$ cat config.mk
export PLATFORM = sky130hd
export DESIGN_NAME = stbs_ctrl
export DESIGN_NICKNAME = d
export VERILOG_FILES = /design/src/design/stbs_pkg.sv /design/src/design/stbs_ctrl.sv
export SDC_FILE = /design/constraint.sdc
export NUM_CORES = 1
export LEC_CHECK = 0
export ABC_CLOCK_PERIOD_IN_PS = 1600
export BUFFER_PORTS_ARGS = -buffer_cell sky130_fd_sc_hd__buf_2
export CORE_AREA = 3 3 40 42
export CTS_CLUSTER_DIAMETER = 30
export DETAILED_ROUTE_END_ITERATION = 7
export DIE_AREA = 0 0 43 45
export PLACE_DENSITY = 0.32
export SETUP_SLACK_MARGIN = 0.1
export SLEW_MARGIN = 20
export SYNTH_ARGS = -nofsm -noshare
export SYNTH_HDL_FRONTEND = slang
export SYNTH_SLANG_ARGS = --single-unit
$ cat constraint.sdc
create_clock -name clock -period 1.6 [get_ports clock]
set_input_delay 0 -clock clock [delete_from_list [all_inputs] [get_ports clock]]
set_output_delay 0 -clock clock [all_outputs]
set_load 0.01 [all_outputs]
$ cat src/design/stbs_pkg.sv
// Package for the sorted table binary search block: word types, codes, constants.
// Depends on nothing; used by every module of the block.
package stbs_pkg;

   localparam int TABLE_DEPTH_DEF = 1024;
   localparam int IDX_W           = 10;
   localparam int CNT_W           = 11;
   localparam int VAL_W           = 32;

   typedef enum logic {
      CMD_WRITE  = 1'b0,
      CMD_SEARCH = 1'b1
   } cmd_type;

   typedef struct packed {
      cmd_type                   cmd;
      logic [IDX_W-1:0]          write_index;
      logic signed [VAL_W-1:0]   entry_value;
      logic signed [VAL_W-1:0]   search_key;
   } req_type;

   typedef struct packed {
      logic                      found;
      logic [IDX_W-1:0]          match_index;
   } rsp_type;

   typedef enum logic [1:0] {
      ST_IDLE,
      ST_READ,
      ST_CMP
   } state_type;

   // Controller to datapath
   typedef struct packed {
      logic write_entry;
      logic load_search;
      logic issue_read;
      logic emit_miss;
      logic emit_hit;
      logic go_left;
      logic go_right;
   } ctrl_cmd_type;

   // Datapath to controller
   typedef struct packed {
      logic range_open;
      logic key_lt;
      logic key_eq;
   } ctrl_stat_type;

endpackage

$ cat src/design/stbs_ctrl.sv
// Controller state machine of the sorted table binary search block.
// Depends on stbs_pkg; drives stbs_dpath through the command struct.
module stbs_ctrl (
   input  logic                   clock,
   input  logic                   reset,
   input  logic                   start,
   input  stbs_pkg::cmd_type      req_cmd,
   input  stbs_pkg::ctrl_stat_type stat,
   output stbs_pkg::ctrl_cmd_type ctl,
   output logic                   busy
);
   import stbs_pkg::*;

   state_type state_ff;
   state_type state_in;

   always_ff @(posedge clock) begin
      if (reset) begin
         state_ff <= ST_IDLE;
      end else begin
         state_ff <= state_in;
      end
   end

   // Next state
   always_comb begin
      state_in = state_ff;
      case (state_ff)
         ST_IDLE: begin
            if (start && (req_cmd == CMD_SEARCH)) begin
               state_in = ST_READ;
            end
         end
         ST_READ: begin
            state_in = stat.range_open ? ST_CMP : ST_IDLE;
         end
         ST_CMP: begin
            state_in = stat.key_eq ? ST_IDLE : ST_READ;
         end
         default: begin
            state_in = ST_IDLE;
         end
      endcase
   end

   // Outputs
   always_comb begin
      ctl  = '0;
      busy = 1'b1;
      case (state_ff)
         ST_IDLE: begin
            busy            = 1'b0;
            ctl.write_entry = start && (req_cmd == CMD_WRITE);
            ctl.load_search = start && (req_cmd == CMD_SEARCH);
         end
         ST_READ: begin
            ctl.issue_read = stat.range_open;
            ctl.emit_miss  = !stat.range_open;
         end
         ST_CMP: begin
            ctl.emit_hit = stat.key_eq;
            ctl.go_left  = stat.key_lt;
            ctl.go_right = !stat.key_eq && !stat.key_lt;
         end
         default: begin
            busy = 1'b1;
         end
      endcase
   end

endmodule

After elaboration in Yosys (flattened, before gate mapping)

Index checks and enable logic that the tools add are counted.

Equal/unequal tests: 3
Multiplexer cells: 8
Bitwise operators: 1
Reduce and logical (&&, ||, !) cells: 7

Operators with widths:

| kind                                                                  | count |
|---|---|
| 2-bit 2-to-1 mux                                                      | 4 |
| 2-bit one-hot mux with 3 select lines                                 | 1 |
| 1-bit logical AND                                                     | 3 |
| 1-bit logical NOT                                                     | 3 |
| 3-bit 2-to-1 mux                                                      | 1 |
| 2-bit by 1-bit equality test with 1-bit output, second input constant | 1 |
| 2-bit equality test, second input constant                            | 1 |
| 2-bit logical NOT                                                     | 1 |
| 1-bit 2-to-1 mux                                                      | 2 |
| 2-bit != test, second input constant                                  | 1 |
| 1-bit inverter                                                        | 1 |

Bits in registers: 2
Input bits: 7
Output and inout bits: 8
Logic and storage cells: 20

Longest topological paths before layout

Gate-level depths: netlist of the first run.

Depth in word-level cells: 3
Gate-level depth with buffers: 2
Gate-level depth less buffers: 2

Worst setup path before layout of the first run

Ideal clock, no wire load.

Path type: register to register
Start point: reg state_ff[1]
End point: reg state_ff[1]
Setup time: 0.114 ns
Data arrival time: 0.752 ns
Required time: 1.486 ns
Setup slack: 0.734 ns
Cell stages (with the launch flop): 3
Buffers on the path: 0
Clock period less this slack: 0.866 ns
Path through: dfxtp_1 and3b_2 nor2b_1

Word-level cells in the longest chain between the ends: 2
Elaborated cells between the ends (all ways): 5
Classes of those cells: 3 x eq/ne; 1 x mux; 1 x reduce/logical

RTL lines:

| element                                                                | line            | text |
|---|---|---|
| from (decl)                                                            | stbs_ctrl.sv:14 | `state_type state_ff;` |
| from (signal assigned)                                                 | stbs_ctrl.sv:21 | `state_ff <= state_in;` |
| 2-bit equality test, or another cell as far along                      | stbs_ctrl.sv:28 | `case (state_ff)` |
| 2-bit one-hot mux with 3 select lines or 2-bit != test (tied branches) | n/a             |  |

Parallel ways exist; a longest one is shown, timed or not.
A chain may end at the register's enable or synchronous reset.

==> results of run 1 <==
path summary, 6_finish.rpt:
check,slack (ns),end,cells past startpoint
hold / removal,0.07,state_ff[0]$_SDFFE_PP0P_,3
setup / recovery,0.44,ctl[6],3
hold reg to reg,0.56,state_ff[0]$_SDFFE_PP0P_,1
setup reg to reg,0.69,state_ff[1]$_SDFFE_PP0P_,2
report_power, final:
| part | total (W) | switching (W) | internal (W) |
|---|---|---|---|
| registers | 0.0000547 | 0.00000287 | 0.0000519 |
| clock network | 0.000111 | 0.0000279 | 0.0000827 |
| logic | 0.0000322 | 0.0000131 | 0.0000191 |
cell usage in the layout, fill, tap and decap left out:
cell type,synthesis,final
buf_2,0,14
and3b_2,3,3
clkbuf_4,0,3
dfxtp_1,2,2
or2_4,1,1
and4bb_2,1,1
nor4b_1,1,1
nor3b_1,1,1
nor3b_2,1,1
nand2b_1,1,1
nand3b_1,1,1
a211oi_1,1,1
nor2b_1,1,1
dlygate4sd3_1,0,1
cells by family after synthesis:
kind of cell / after synthesis / share of synthesized area [%]
AND/OR/NAND/NOR: 11 / 67.8
flip-flops: 2 / 27.1
AO/OA/AOI/OAI: 1 / 5.09
metrics by stage:
stage	worst slack [ns]	instances	cell area [sq um]	hold WS, ns	power [W]
after floorplan	0.734	14	148	0.0336	0.0000689
after global placement	0.674	43	236	0.183	0.0000854
after detailed placement	0.670	43	236	0.186	0.0000860
after CTS	0.417	47	269	0.0617	0.000207
after global routing	0.341	47	269	0.105	0.000212
final	0.442	47	269	0.0692	0.000198
routing by layer:
layer	GRT usage [%]	up-vias	wire length (microns)
met2	7.19	15	140
met3	4.38	0	85
li1	-	91	-
met4	3.61	0	0
met5	0	-	0
met1	6.46	73	223
worst min-delay path, stage by stage:
cell and delay [ns]:
buf_2 0.09, nand2b_1 0.09, a211oi_1 0.05
area by class of cell:
type                       instances  area share [%]
multi-input combinational         12            40.0
timing repair buffer              15            29.8
sequential                         2            14.9
clock buffer                       3            8.37
tap                               15            6.98
==> results.sh, run 1 <==
export IMPL_hold_path_startpoint="stat[0]"
export IMPL_vias_per_cell=3.81
export IMPL_vias_in_the_first_global_route=187
export IMPL_grt_setup_unrepaired="false"
export IMPL_synth_fp_nets=21
export IMPL_result_of_the_run="completed"
export IMPL_yosys_warnings=0
export IMPL_dieArea_sq_um=1940
export IMPL_post_synth_top_area_cell="dfxtp_1"
export IMPL_cts_root_buffer_cell="clkbuf_4"
export IMPL_flow_area_growth_from_synthesis_pct=82.2
export IMPL_timing_final_setup_violations=0
export IMPL_postSynthCellCount=14
export IMPL_synth_main_ff_cell="dfxtp_1"
export IMPL_crit_path_max_fanout=9
export IMPL_number_of_fill_cells_in_the_layout=148
export IMPL_report_final_hold_viol_count=0
export IMPL_synthDistinctLibCells=11
export IMPL_maximum_vdd_drop_v=0.000114
export IMPL_fin_crit_ns=1.16
export IMPL_largest_registers="state_ff: 2 flops"
export IMPL_post_synth_top_area_fraction_pct=27.1
export IMPL_cap_viol_max_count=0
export IMPL_cp_data_arrival_time_ns=1.16
export IMPL_mappedNetlistArea_sq_um=148
export IMPL_std_cell_rows=13
export IMPL_timing_critical_path_max_delay_family="simple AND/OR/NAND/NOR gates"
export IMPL_synth_seq_cells=2
export IMPL_finalCritPeriodShare_pct=72.3
export IMPL_initialDrtViolationCount=8
export IMPL_slew_limit_headroom_pct=83.8
export IMPL_critPathMaxStageDelay_ns=0.36
export IMPL_cp_buffers_inverters=1
export IMPL_yosys_top_cells_area="dfxtp_1, and3b_2, and4bb_2"
export IMPL_maxClockFrequency_mhz=864
export IMPL_setup_worst_path_start="state_ff[1]$_SDFFE_PP0P_"
export IMPL_hold_buffer_count_at_cts=1
export IMPL_routabilityCongestion=0.679
export IMPL_drive_above_1_share_pct=71.9
export IMPL_drt_first_pass_iters=3
export IMPL_synth_sequential_area_ratio_pct=27.1
export IMPL_most_used_standard_cell_by_instance_count_after_synthesis="and3b_2"
export IMPL_area_of_the_core_sq_um=1280
export IMPL_cts_resized_gates=0
export IMPL_fin_util_pct=20.9
export IMPL_clk_path_buf_depth=2
export IMPL_clkLatencyLatePin_ns=0.22
export IMPL_via_count=179
export IMPL_grt_start_max_net_pins=10
export IMPL_cts_post_setup_buffers_inserted=0
export IMPL_initial_antenna_violation_count=0
export IMPL_final_net_count=41
export IMPL_worstPathCellList="or2_4 -> nor3b_2 -> buf_2"
export IMPL_grt_overflow_total=0
export IMPL_antennaDiodeCount=0
export IMPL_avgRoutedWirePerCell_microns=9.55
export IMPL_worst_path_max_delay_cell="dfxtp_1"
export IMPL_regArea_sq_um=40.0
export IMPL_grt_pass1_wl_microns=765
export IMPL_clock_sinks=2
export IMPL_tightestPinTransition_ns=0.239
export IMPL_route_final_wire_length_microns=449
export IMPL_clock_tree_from_tritoncts="yes"
export IMPL_synth_common_cells="and3b_2, dfxtp_1"
export IMPL_largest_register="state_ff"
export IMPL_postRouteAntennaNets=0
export IMPL_critical_path_endpoint_type="primary output"
export IMPL_reg2reg_from="state_ff[1]$_SDFFE_PP0P_"
export IMPL_cts_buffers=3
export IMPL_post_route_drc_count=0
export IMPL_fp_dieW_microns=43
export IMPL_fin_setup_tns_ns=0
export IMPL_slew_viol_final=0
export IMPL_p_leak_nw=0.139
export IMPL_multi_input_area_sq_um=108
export IMPL_initial_utilization_pct=11.5
export IMPL_cts_reportedPaths_clkPinSlew_ns=0.03
export IMPL_min_delay_path_class="in -> reg"
export IMPL_htreeDepth=1
export IMPL_critPathKind="reg -> out"
export IMPL_count_of_pins_on_the_block_boundary=15
export IMPL_final_setup_skew_ns=0.00354
export IMPL_die_h_microns=45
export IMPL_cp_data_required_time_ns=1.60
export IMPL_grt_total_usage_pct=5.65
export IMPL_largest_reg_flops=2
export IMPL_place_port_buffers=14
export IMPL_power_density_nw_per_um2=734
export IMPL_number_of_synthesized_flops_with_an_enable_pin=0
export IMPL_asr_flop_ratio_synth_pct=0
export IMPL_postSynthAreaPerCell_sq_um=10.5
export IMPL_worst_setup_path_start_kind="flop"
Power figures use the tool's default switching activity.
==> run 2, diff against run 1 <==
- ABC_CLOCK_PERIOD_IN_PS: 1600 -> 950
- PLACE_DENSITY: 0.32 -> 0.33
- clock period: 1.6 -> 0.95 ns (I/O delays scaled with it)
==> run 2 against run 1 <==
The flow now finishes with violations (negative setup slack). Non-clock buffer count up 2. Final cell count is 4.3% higher. Via count increased by 4.5%. Critical path type unchanged. Largest cell class unchanged. Largest power group unchanged. Highest routed layer unchanged.
==> results.sh, run 2 (synthesized netlist as in run 1, its figures left out) <==
export IMPL_grt_pass1_wl_microns=841
export IMPL_detailed_place_area_sq_um=238
export IMPL_power_clock_fraction_pct=54.5
export IMPL_largest_reg_flops=2
export IMPL_worstPathCellList="or2_4 -> nor3b_2 -> buf_2"
export IMPL_most_common_layout_cells="buf_2, and3b_2, clkbuf_4"
export IMPL_initial_utilization_pct=11.5
export IMPL_worst_path_max_delay_cell="dfxtp_4"
export IMPL_fin_crit_ns=1.10
export IMPL_min_delay_path_class="in -> reg"
export IMPL_p_leak_nw=0.157
export IMPL_place_port_buffers=14
export IMPL_std_cell_rows=13
export IMPL_fin_ws_ns=-0.150
export IMPL_clk_path_buf_depth=2
export IMPL_worst_setup_path_start_kind="flop"
export IMPL_final_net_count=43
export IMPL_routabilityCongestion=0.673
export IMPL_final_setup_skew_ns=0.00452
export IMPL_cp_data_required_time_ns=0.95
export IMPL_cell_internal_pwr_w=0.000267
export IMPL_fin_util_pct=24.7
export IMPL_antennaDiodeCount=0
export IMPL_tightestPinTransition_ns=0.193
export IMPL_post_route_drc_count=0
export IMPL_ff2ff_path_depth=3
export IMPL_final_area_sq_um=318
export IMPL_clkLatencyLatePin_ns=0.22
export IMPL_drt_first_pass_iters=1
export IMPL_design_power_total_w=0.000348
export IMPL_vias_in_the_first_global_route=214
export IMPL_drive_above_1_share_pct=88.2
export IMPL_grt_start_max_net_pins=9
export IMPL_via_count=187
export IMPL_maximum_vdd_drop_v=0.000188
export IMPL_route_final_wire_length_microns=496
export IMPL_die_h_microns=45
export IMPL_slew_viol_final=0
export IMPL_hold_path_cell_count=3
export IMPL_cts_reportedPaths_clkPinSlew_ns=0.03
export IMPL_result_of_the_run="finished with violations"
export IMPL_critPathKind="reg -> out"
export IMPL_critPathMaxStageDelay_ns=0.35
export IMPL_layout_cells_most_common="buf_2"
export IMPL_critical_path_endpoint_type="primary output"
export IMPL_clock_sinks=2
export IMPL_grt_overflow_total=0
export IMPL_postRouteAntennaNets=0
export IMPL_vias_per_cell=3.82
export IMPL_grt_total_usage_pct=6.31
export IMPL_clock_tree_from_tritoncts="yes"
export IMPL_power_sequential_fraction_pct=26.0
export IMPL_cap_viol_max_count=0
export IMPL_fp_dieW_microns=43
export IMPL_slew_limit_headroom_pct=87.1
export IMPL_flow_area_growth_from_synthesis_pct=115
export IMPL_report_final_hold_viol_count=0
export IMPL_failed_checks="negative setup slack"
export IMPL_combinationalPowerShare_pct=19.5
export IMPL_maxClockFrequency_mhz=909
export IMPL_initial_antenna_violation_count=0
export IMPL_area_of_the_core_sq_um=1280
export IMPL_r2r_slack_ns=0.03
export IMPL_count_of_pins_on_the_block_boundary=15
export IMPL_cts_root_buffer_cell="clkbuf_4"
export IMPL_initialDrtViolationCount=0
export IMPL_cts_buffers=3
export IMPL_power_switching_w=0.0000817
export IMPL_grt_setup_unrepaired="true"
export IMPL_largest_registers="state_ff: 2 flops"
export IMPL_power_density_nw_per_um2=1100
export IMPL_cp_data_arrival_time_ns=1.10
export IMPL_crit_path_max_fanout=6
export IMPL_dieArea_sq_um=1940
export IMPL_timing_final_setup_violations=8
export IMPL_avgRoutedWirePerCell_microns=10.1
export IMPL_swShare_pct=23.5
export IMPL_largest_register="state_ff"
export IMPL_htreeDepth=1
export IMPL_finalCritPeriodShare_pct=116
[run 2: worst paths after layout]
kind / from / endpoint
worst max-delay path: state_ff[1]$_SDFFE_PP0P_ / ctl[6]
worst min-delay path: start / state_ff[0]$_SDFFE_PP0P_
worst max register to register: state_ff[1]$_SDFFE_PP0P_ / state_ff[1]$_SDFFE_PP0P_
worst min register to register: state_ff[0]$_SDFFE_PP0P_ / state_ff[0]$_SDFFE_PP0P_
[run 2: worst max-delay path: cells and delay by family, from the launching register on]
kind / cells / cell delay, ns
buf+inv: 1 / 0.14
flops: 1 / 0.35
simple gates: 2 / 0.39
[run 2: power by group through the flow]
stage                     Sequential [W]  Combinational, W  Clock [W]
after floorplan                0.0000917         0.0000245          0
after global placement         0.0000932         0.0000504          0
after detailed placement       0.0000934         0.0000514          0
after CTS                      0.0000904         0.0000669   0.000202
after global routing           0.0000914         0.0000730   0.000215
final                          0.0000907         0.0000677   0.000190
[run 2: per-layer routing]
metal | up-vias | routed length [microns] | GRT usage, %
met5 | - | 0 | 0
met1 | 78 | 251 | 6.70
met2 | 15 | 169 | 8.68
met3 | 0 | 75 | 2.79
met4 | 0 | 0 | 7.23
li1 | 94 | - | -
[run 2: area by class of cell]
type                    instances  area (sq um)
repair buffers                 17           108
clock buffers                   3          22.5
multi-input cells              12           124
fillers                       158           967
well taps                      15          18.8
flip-flops and latches          2          45.0
[run 2: repair_timing]
action / in CTS / in global routing
pin swaps: 1 / 2
cloned: 0 / 0
hold endpoints to repair: 2 / 0
hold buffers: 1 / 0
gates resized for setup: 6 / 1
buffers inserted: 2 / 0
setup endpoints to repair: 9 / 10
[run 2: per-stage QoR]
stage | setup TNS, ns | worst slack, ns | instances | hold slack (ns)
floorplan | 0 | 0.115 | 14 | 0.0336
global placement | 0 | 0.0550 | 43 | 0.173
detailed placement | 0 | 0.0495 | 43 | 0.175
CTS | -0.697 | -0.162 | 49 | 0.0646
global route | -1.03 | -0.197 | 49 | 0.0901
finish | -0.555 | -0.150 | 49 | 0.0795
==> run 3, diff against run 2 <==
- ABC_AREA: default -> 1
- CORE_AREA: 3 3 40 42 -> 8 8 45 47
- DIE_AREA: 0 0 43 45 -> 0 0 53 55
==> run 3 against run 2 <==
Clock power barely moved. Power grew 5.4%. Via count increased by 4.8%. Maximum frequency grew 18%. Cell area fell by 13%. Highest routed layer unchanged. Count of clock-buffer cells in the layout stayed put. Hold slack worse by 0.047 ns. Synthesized cell count rose by 79%. Critical path depth increased by 1. Largest cell class unchanged. The run now ends clean. Non-clock buffer count is 2 lower. Setup slack gained 0.17 ns. Sequential share of layout area is 2.0 points higher.
==> results.sh, run 3 <==
export IMPL_total_half_perimeter_wirelength_after_legalization_and_detailed_placement_microns=369
export IMPL_grt_setup_unrepaired="true"
export IMPL_clock_sinks=2
export IMPL_power_density_nw_per_um2=1320
export IMPL_cp_data_arrival_time_ns=0.93
export IMPL_final_setup_skew_ns=0.000650
export IMPL_worst_setup_path_start_kind="flop"
export IMPL_maxClockFrequency_mhz=1080
export IMPL_yosys_warnings=0
export IMPL_r2r_slack_ns=0.24
export IMPL_via_count=196
export IMPL_final_net_count=52
export IMPL_synth_fp_nets=32
export IMPL_cp_data_required_time_ns=0.95
export IMPL_initial_utilization_pct=10.3
export IMPL_fin_ws_ns=0.0208
export IMPL_avgRoutedWirePerCell_microns=7.86
export IMPL_post_synth_top_area_fraction_pct=28.1
export IMPL_place_port_buffers=14
export IMPL_cts_post_setup_buffers_inserted=0
export IMPL_critical_path_endpoint_type="primary output"
export IMPL_clkLatencyLatePin_ns=0.22
export IMPL_synth_seq_cells=2
export IMPL_postSynthAreaPerCell_sq_um=5.71
export IMPL_initial_antenna_violation_count=0
export IMPL_synthDistinctLibCells=7
export IMPL_grt_pass1_wl_microns=696
export IMPL_largest_reg_flops=2
export IMPL_cts_buffers=3
export IMPL_fin_crit_ns=0.929
export IMPL_synth_common_cells="nor2_1, inv_1, nand2_1"
export IMPL_result_of_the_run="completed"
export IMPL_worst_path_max_delay_cell="dfxtp_2"
export IMPL_grt_total_usage_pct=3.49
export IMPL_critPathMaxStageDelay_ns=0.33
export IMPL_routabilityCongestion=0.693
export IMPL_largest_registers="state_ff: 2 flops"
export IMPL_timing_final_setup_violations=0
export IMPL_number_of_synthesized_flops_with_an_enable_pin=0
export IMPL_final_area_sq_um=278
export IMPL_asr_flop_ratio_synth_pct=0
export IMPL_synth_main_ff_cell="dfxtp_1"
export IMPL_grt_start_max_net_pins=5
export IMPL_design_power_total_w=0.000367
export IMPL_flow_area_growth_from_synthesis_pct=94.7
export IMPL_fin_util_pct=20.1
export IMPL_detailed_place_area_sq_um=233
export IMPL_timing_critical_path_max_delay_family="flip-flops"
export IMPL_grt_overflow_total=0
export IMPL_clk_path_buf_depth=2
export IMPL_tightestPinTransition_ns=0.120
export IMPL_worstPathCellList="nor2_4 -> nand2_1 -> nor2_1 -> buf_2"
export IMPL_post_synth_top_area_cell="dfxtp_1"
export IMPL_crit_path_max_fanout=4
export IMPL_most_common_layout_cells="buf_2, nor2_1, inv_1"
export IMPL_cp_buffers_inverters=1
export IMPL_place_worst_setup_slack_ns=0.197
export IMPL_critPathKind="reg -> out"
export IMPL_postSynthCellCount=25
export IMPL_layout_cells_most_common="buf_2"
export IMPL_finalCritPeriodShare_pct=97.8
export IMPL_initialDrtViolationCount=2
export IMPL_p_leak_nw=0.167
export IMPL_maximum_vdd_drop_v=0.000477
export IMPL_postRouteAntennaNets=0
export IMPL_number_of_fill_cells_in_the_layout=162
export IMPL_slew_viol_final=0
export IMPL_post_route_drc_count=0
export IMPL_htreeDepth=1
export IMPL_slew_limit_headroom_pct=92.0
export IMPL_most_used_standard_cell_by_instance_count_after_synthesis="nor2_1"
export IMPL_synth_sequential_area_ratio_pct=28.1
export IMPL_die_h_microns=55
export IMPL_drive_above_1_share_pct=53.5
export IMPL_std_cell_rows=14
export IMPL_mappedNetlistArea_sq_um=143
export IMPL_cts_reportedPaths_clkPinSlew_ns=0.03
export IMPL_report_final_hold_viol_count=0
export IMPL_drt_first_pass_iters=2
export IMPL_min_delay_path_class="in -> reg"
export IMPL_cap_viol_max_count=0
export IMPL_dieArea_sq_um=2920
export IMPL_antennaDiodeCount=0
export IMPL_cts_root_buffer_cell="clkbuf_4"
export IMPL_fp_dieW_microns=53
export IMPL_area_of_the_core_sq_um=1380
export IMPL_route_final_wire_length_microns=464
export IMPL_clock_tree_from_tritoncts="yes"
export IMPL_vias_per_cell=3.32
export IMPL_yosys_top_cells_area="dfxtp_1, nor2_1, inv_1"
export IMPL_largest_register="state_ff"
export IMPL_vias_in_the_first_global_route=199
export IMPL_count_of_pins_on_the_block_boundary=15
run 3: cell count changes after synthesis, sizes merged, moves of 2 or more:
| cell | delta |
|---|---|
| nor3b | -2 |
| nand2 | +6 |
| nor3 | +2 |
| inv | +6 |
| nor2 | +8 |
| and3b | -3 |
run 3: metal layers:
| layer | GRT usage, % | part of all wire [%] |
|---|---|---|
| met1 | 3.03 | 38 |
| met2 | 4.49 | 45 |
| met3 | 2.41 | 17 |
| met4 | 5.17 | 0 |
| met5 | 0 | 0 |
run 3: report_power, final:
part	internal (W)	switching, W
sequential	0.0000889	0.00000748
clock	0.000139	0.0000482
combinational	0.0000383	0.0000447
total	0.000267	0.000100
run 3: per-stage QoR:
stage               TNS (ns)  std cells  hold WS (ns)
floorplan                  0         25        0.0332
global placement           0         55         0.192
detailed placement         0         55         0.191
CTS                 -0.00546         59        0.0209
global route          -0.213         59        0.0428
finish                     0         59        0.0323
run 3: layout make-up:
type | instances | area, sq um | area share (%)
clock buffers | 3 | 22.5 | 8.11
inverters | 6 | 22.5 | 8.11
multi-input cells | 17 | 87.6 | 31.5
well taps | 16 | 20.0 | 7.21
repair buffers | 15 | 80.1 | 28.8
flip-flops and latches | 2 | 45.0 | 16.2
run 3: worst paths after layout:
kind,end,cells past startpoint,startpoint
worst min-delay path,state_ff[1]$_SDFFE_PP0P_,3,stat[2]
worst max register to register,state_ff[0]$_SDFFE_PP0P_,4,state_ff[0]$_SDFFE_PP0P_
worst max-delay path,ctl[6],4,state_ff[0]$_SDFFE_PP0P_
worst min register to register,state_ff[1]$_SDFFE_PP0P_,2,state_ff[0]$_SDFFE_PP0P_
run 3: kinds of logic after synthesis:
family	Yosys count	synth area share, %
and+or+nand+nor	16	52.6
buffers and inverters	6	15.8
DFF	2	28.1
AOI/OAI and AO/OA	1	3.51
run 3: what timing repair did:
item	in CTS	in global routing
setup endpoints to repair	8	8
hold endpoints to repair	2	0
gates resized for setup	5	0
hold buffers	1	0
pin swaps	1	0
run 3: worst register-to-register path, cell delays in order (launching register included):
cell and delay [ns]:
dfxtp_2 0.33, nor2_4 0.12, nand2_1 0.05, nand2_1 0.06, nor2_1 0.03
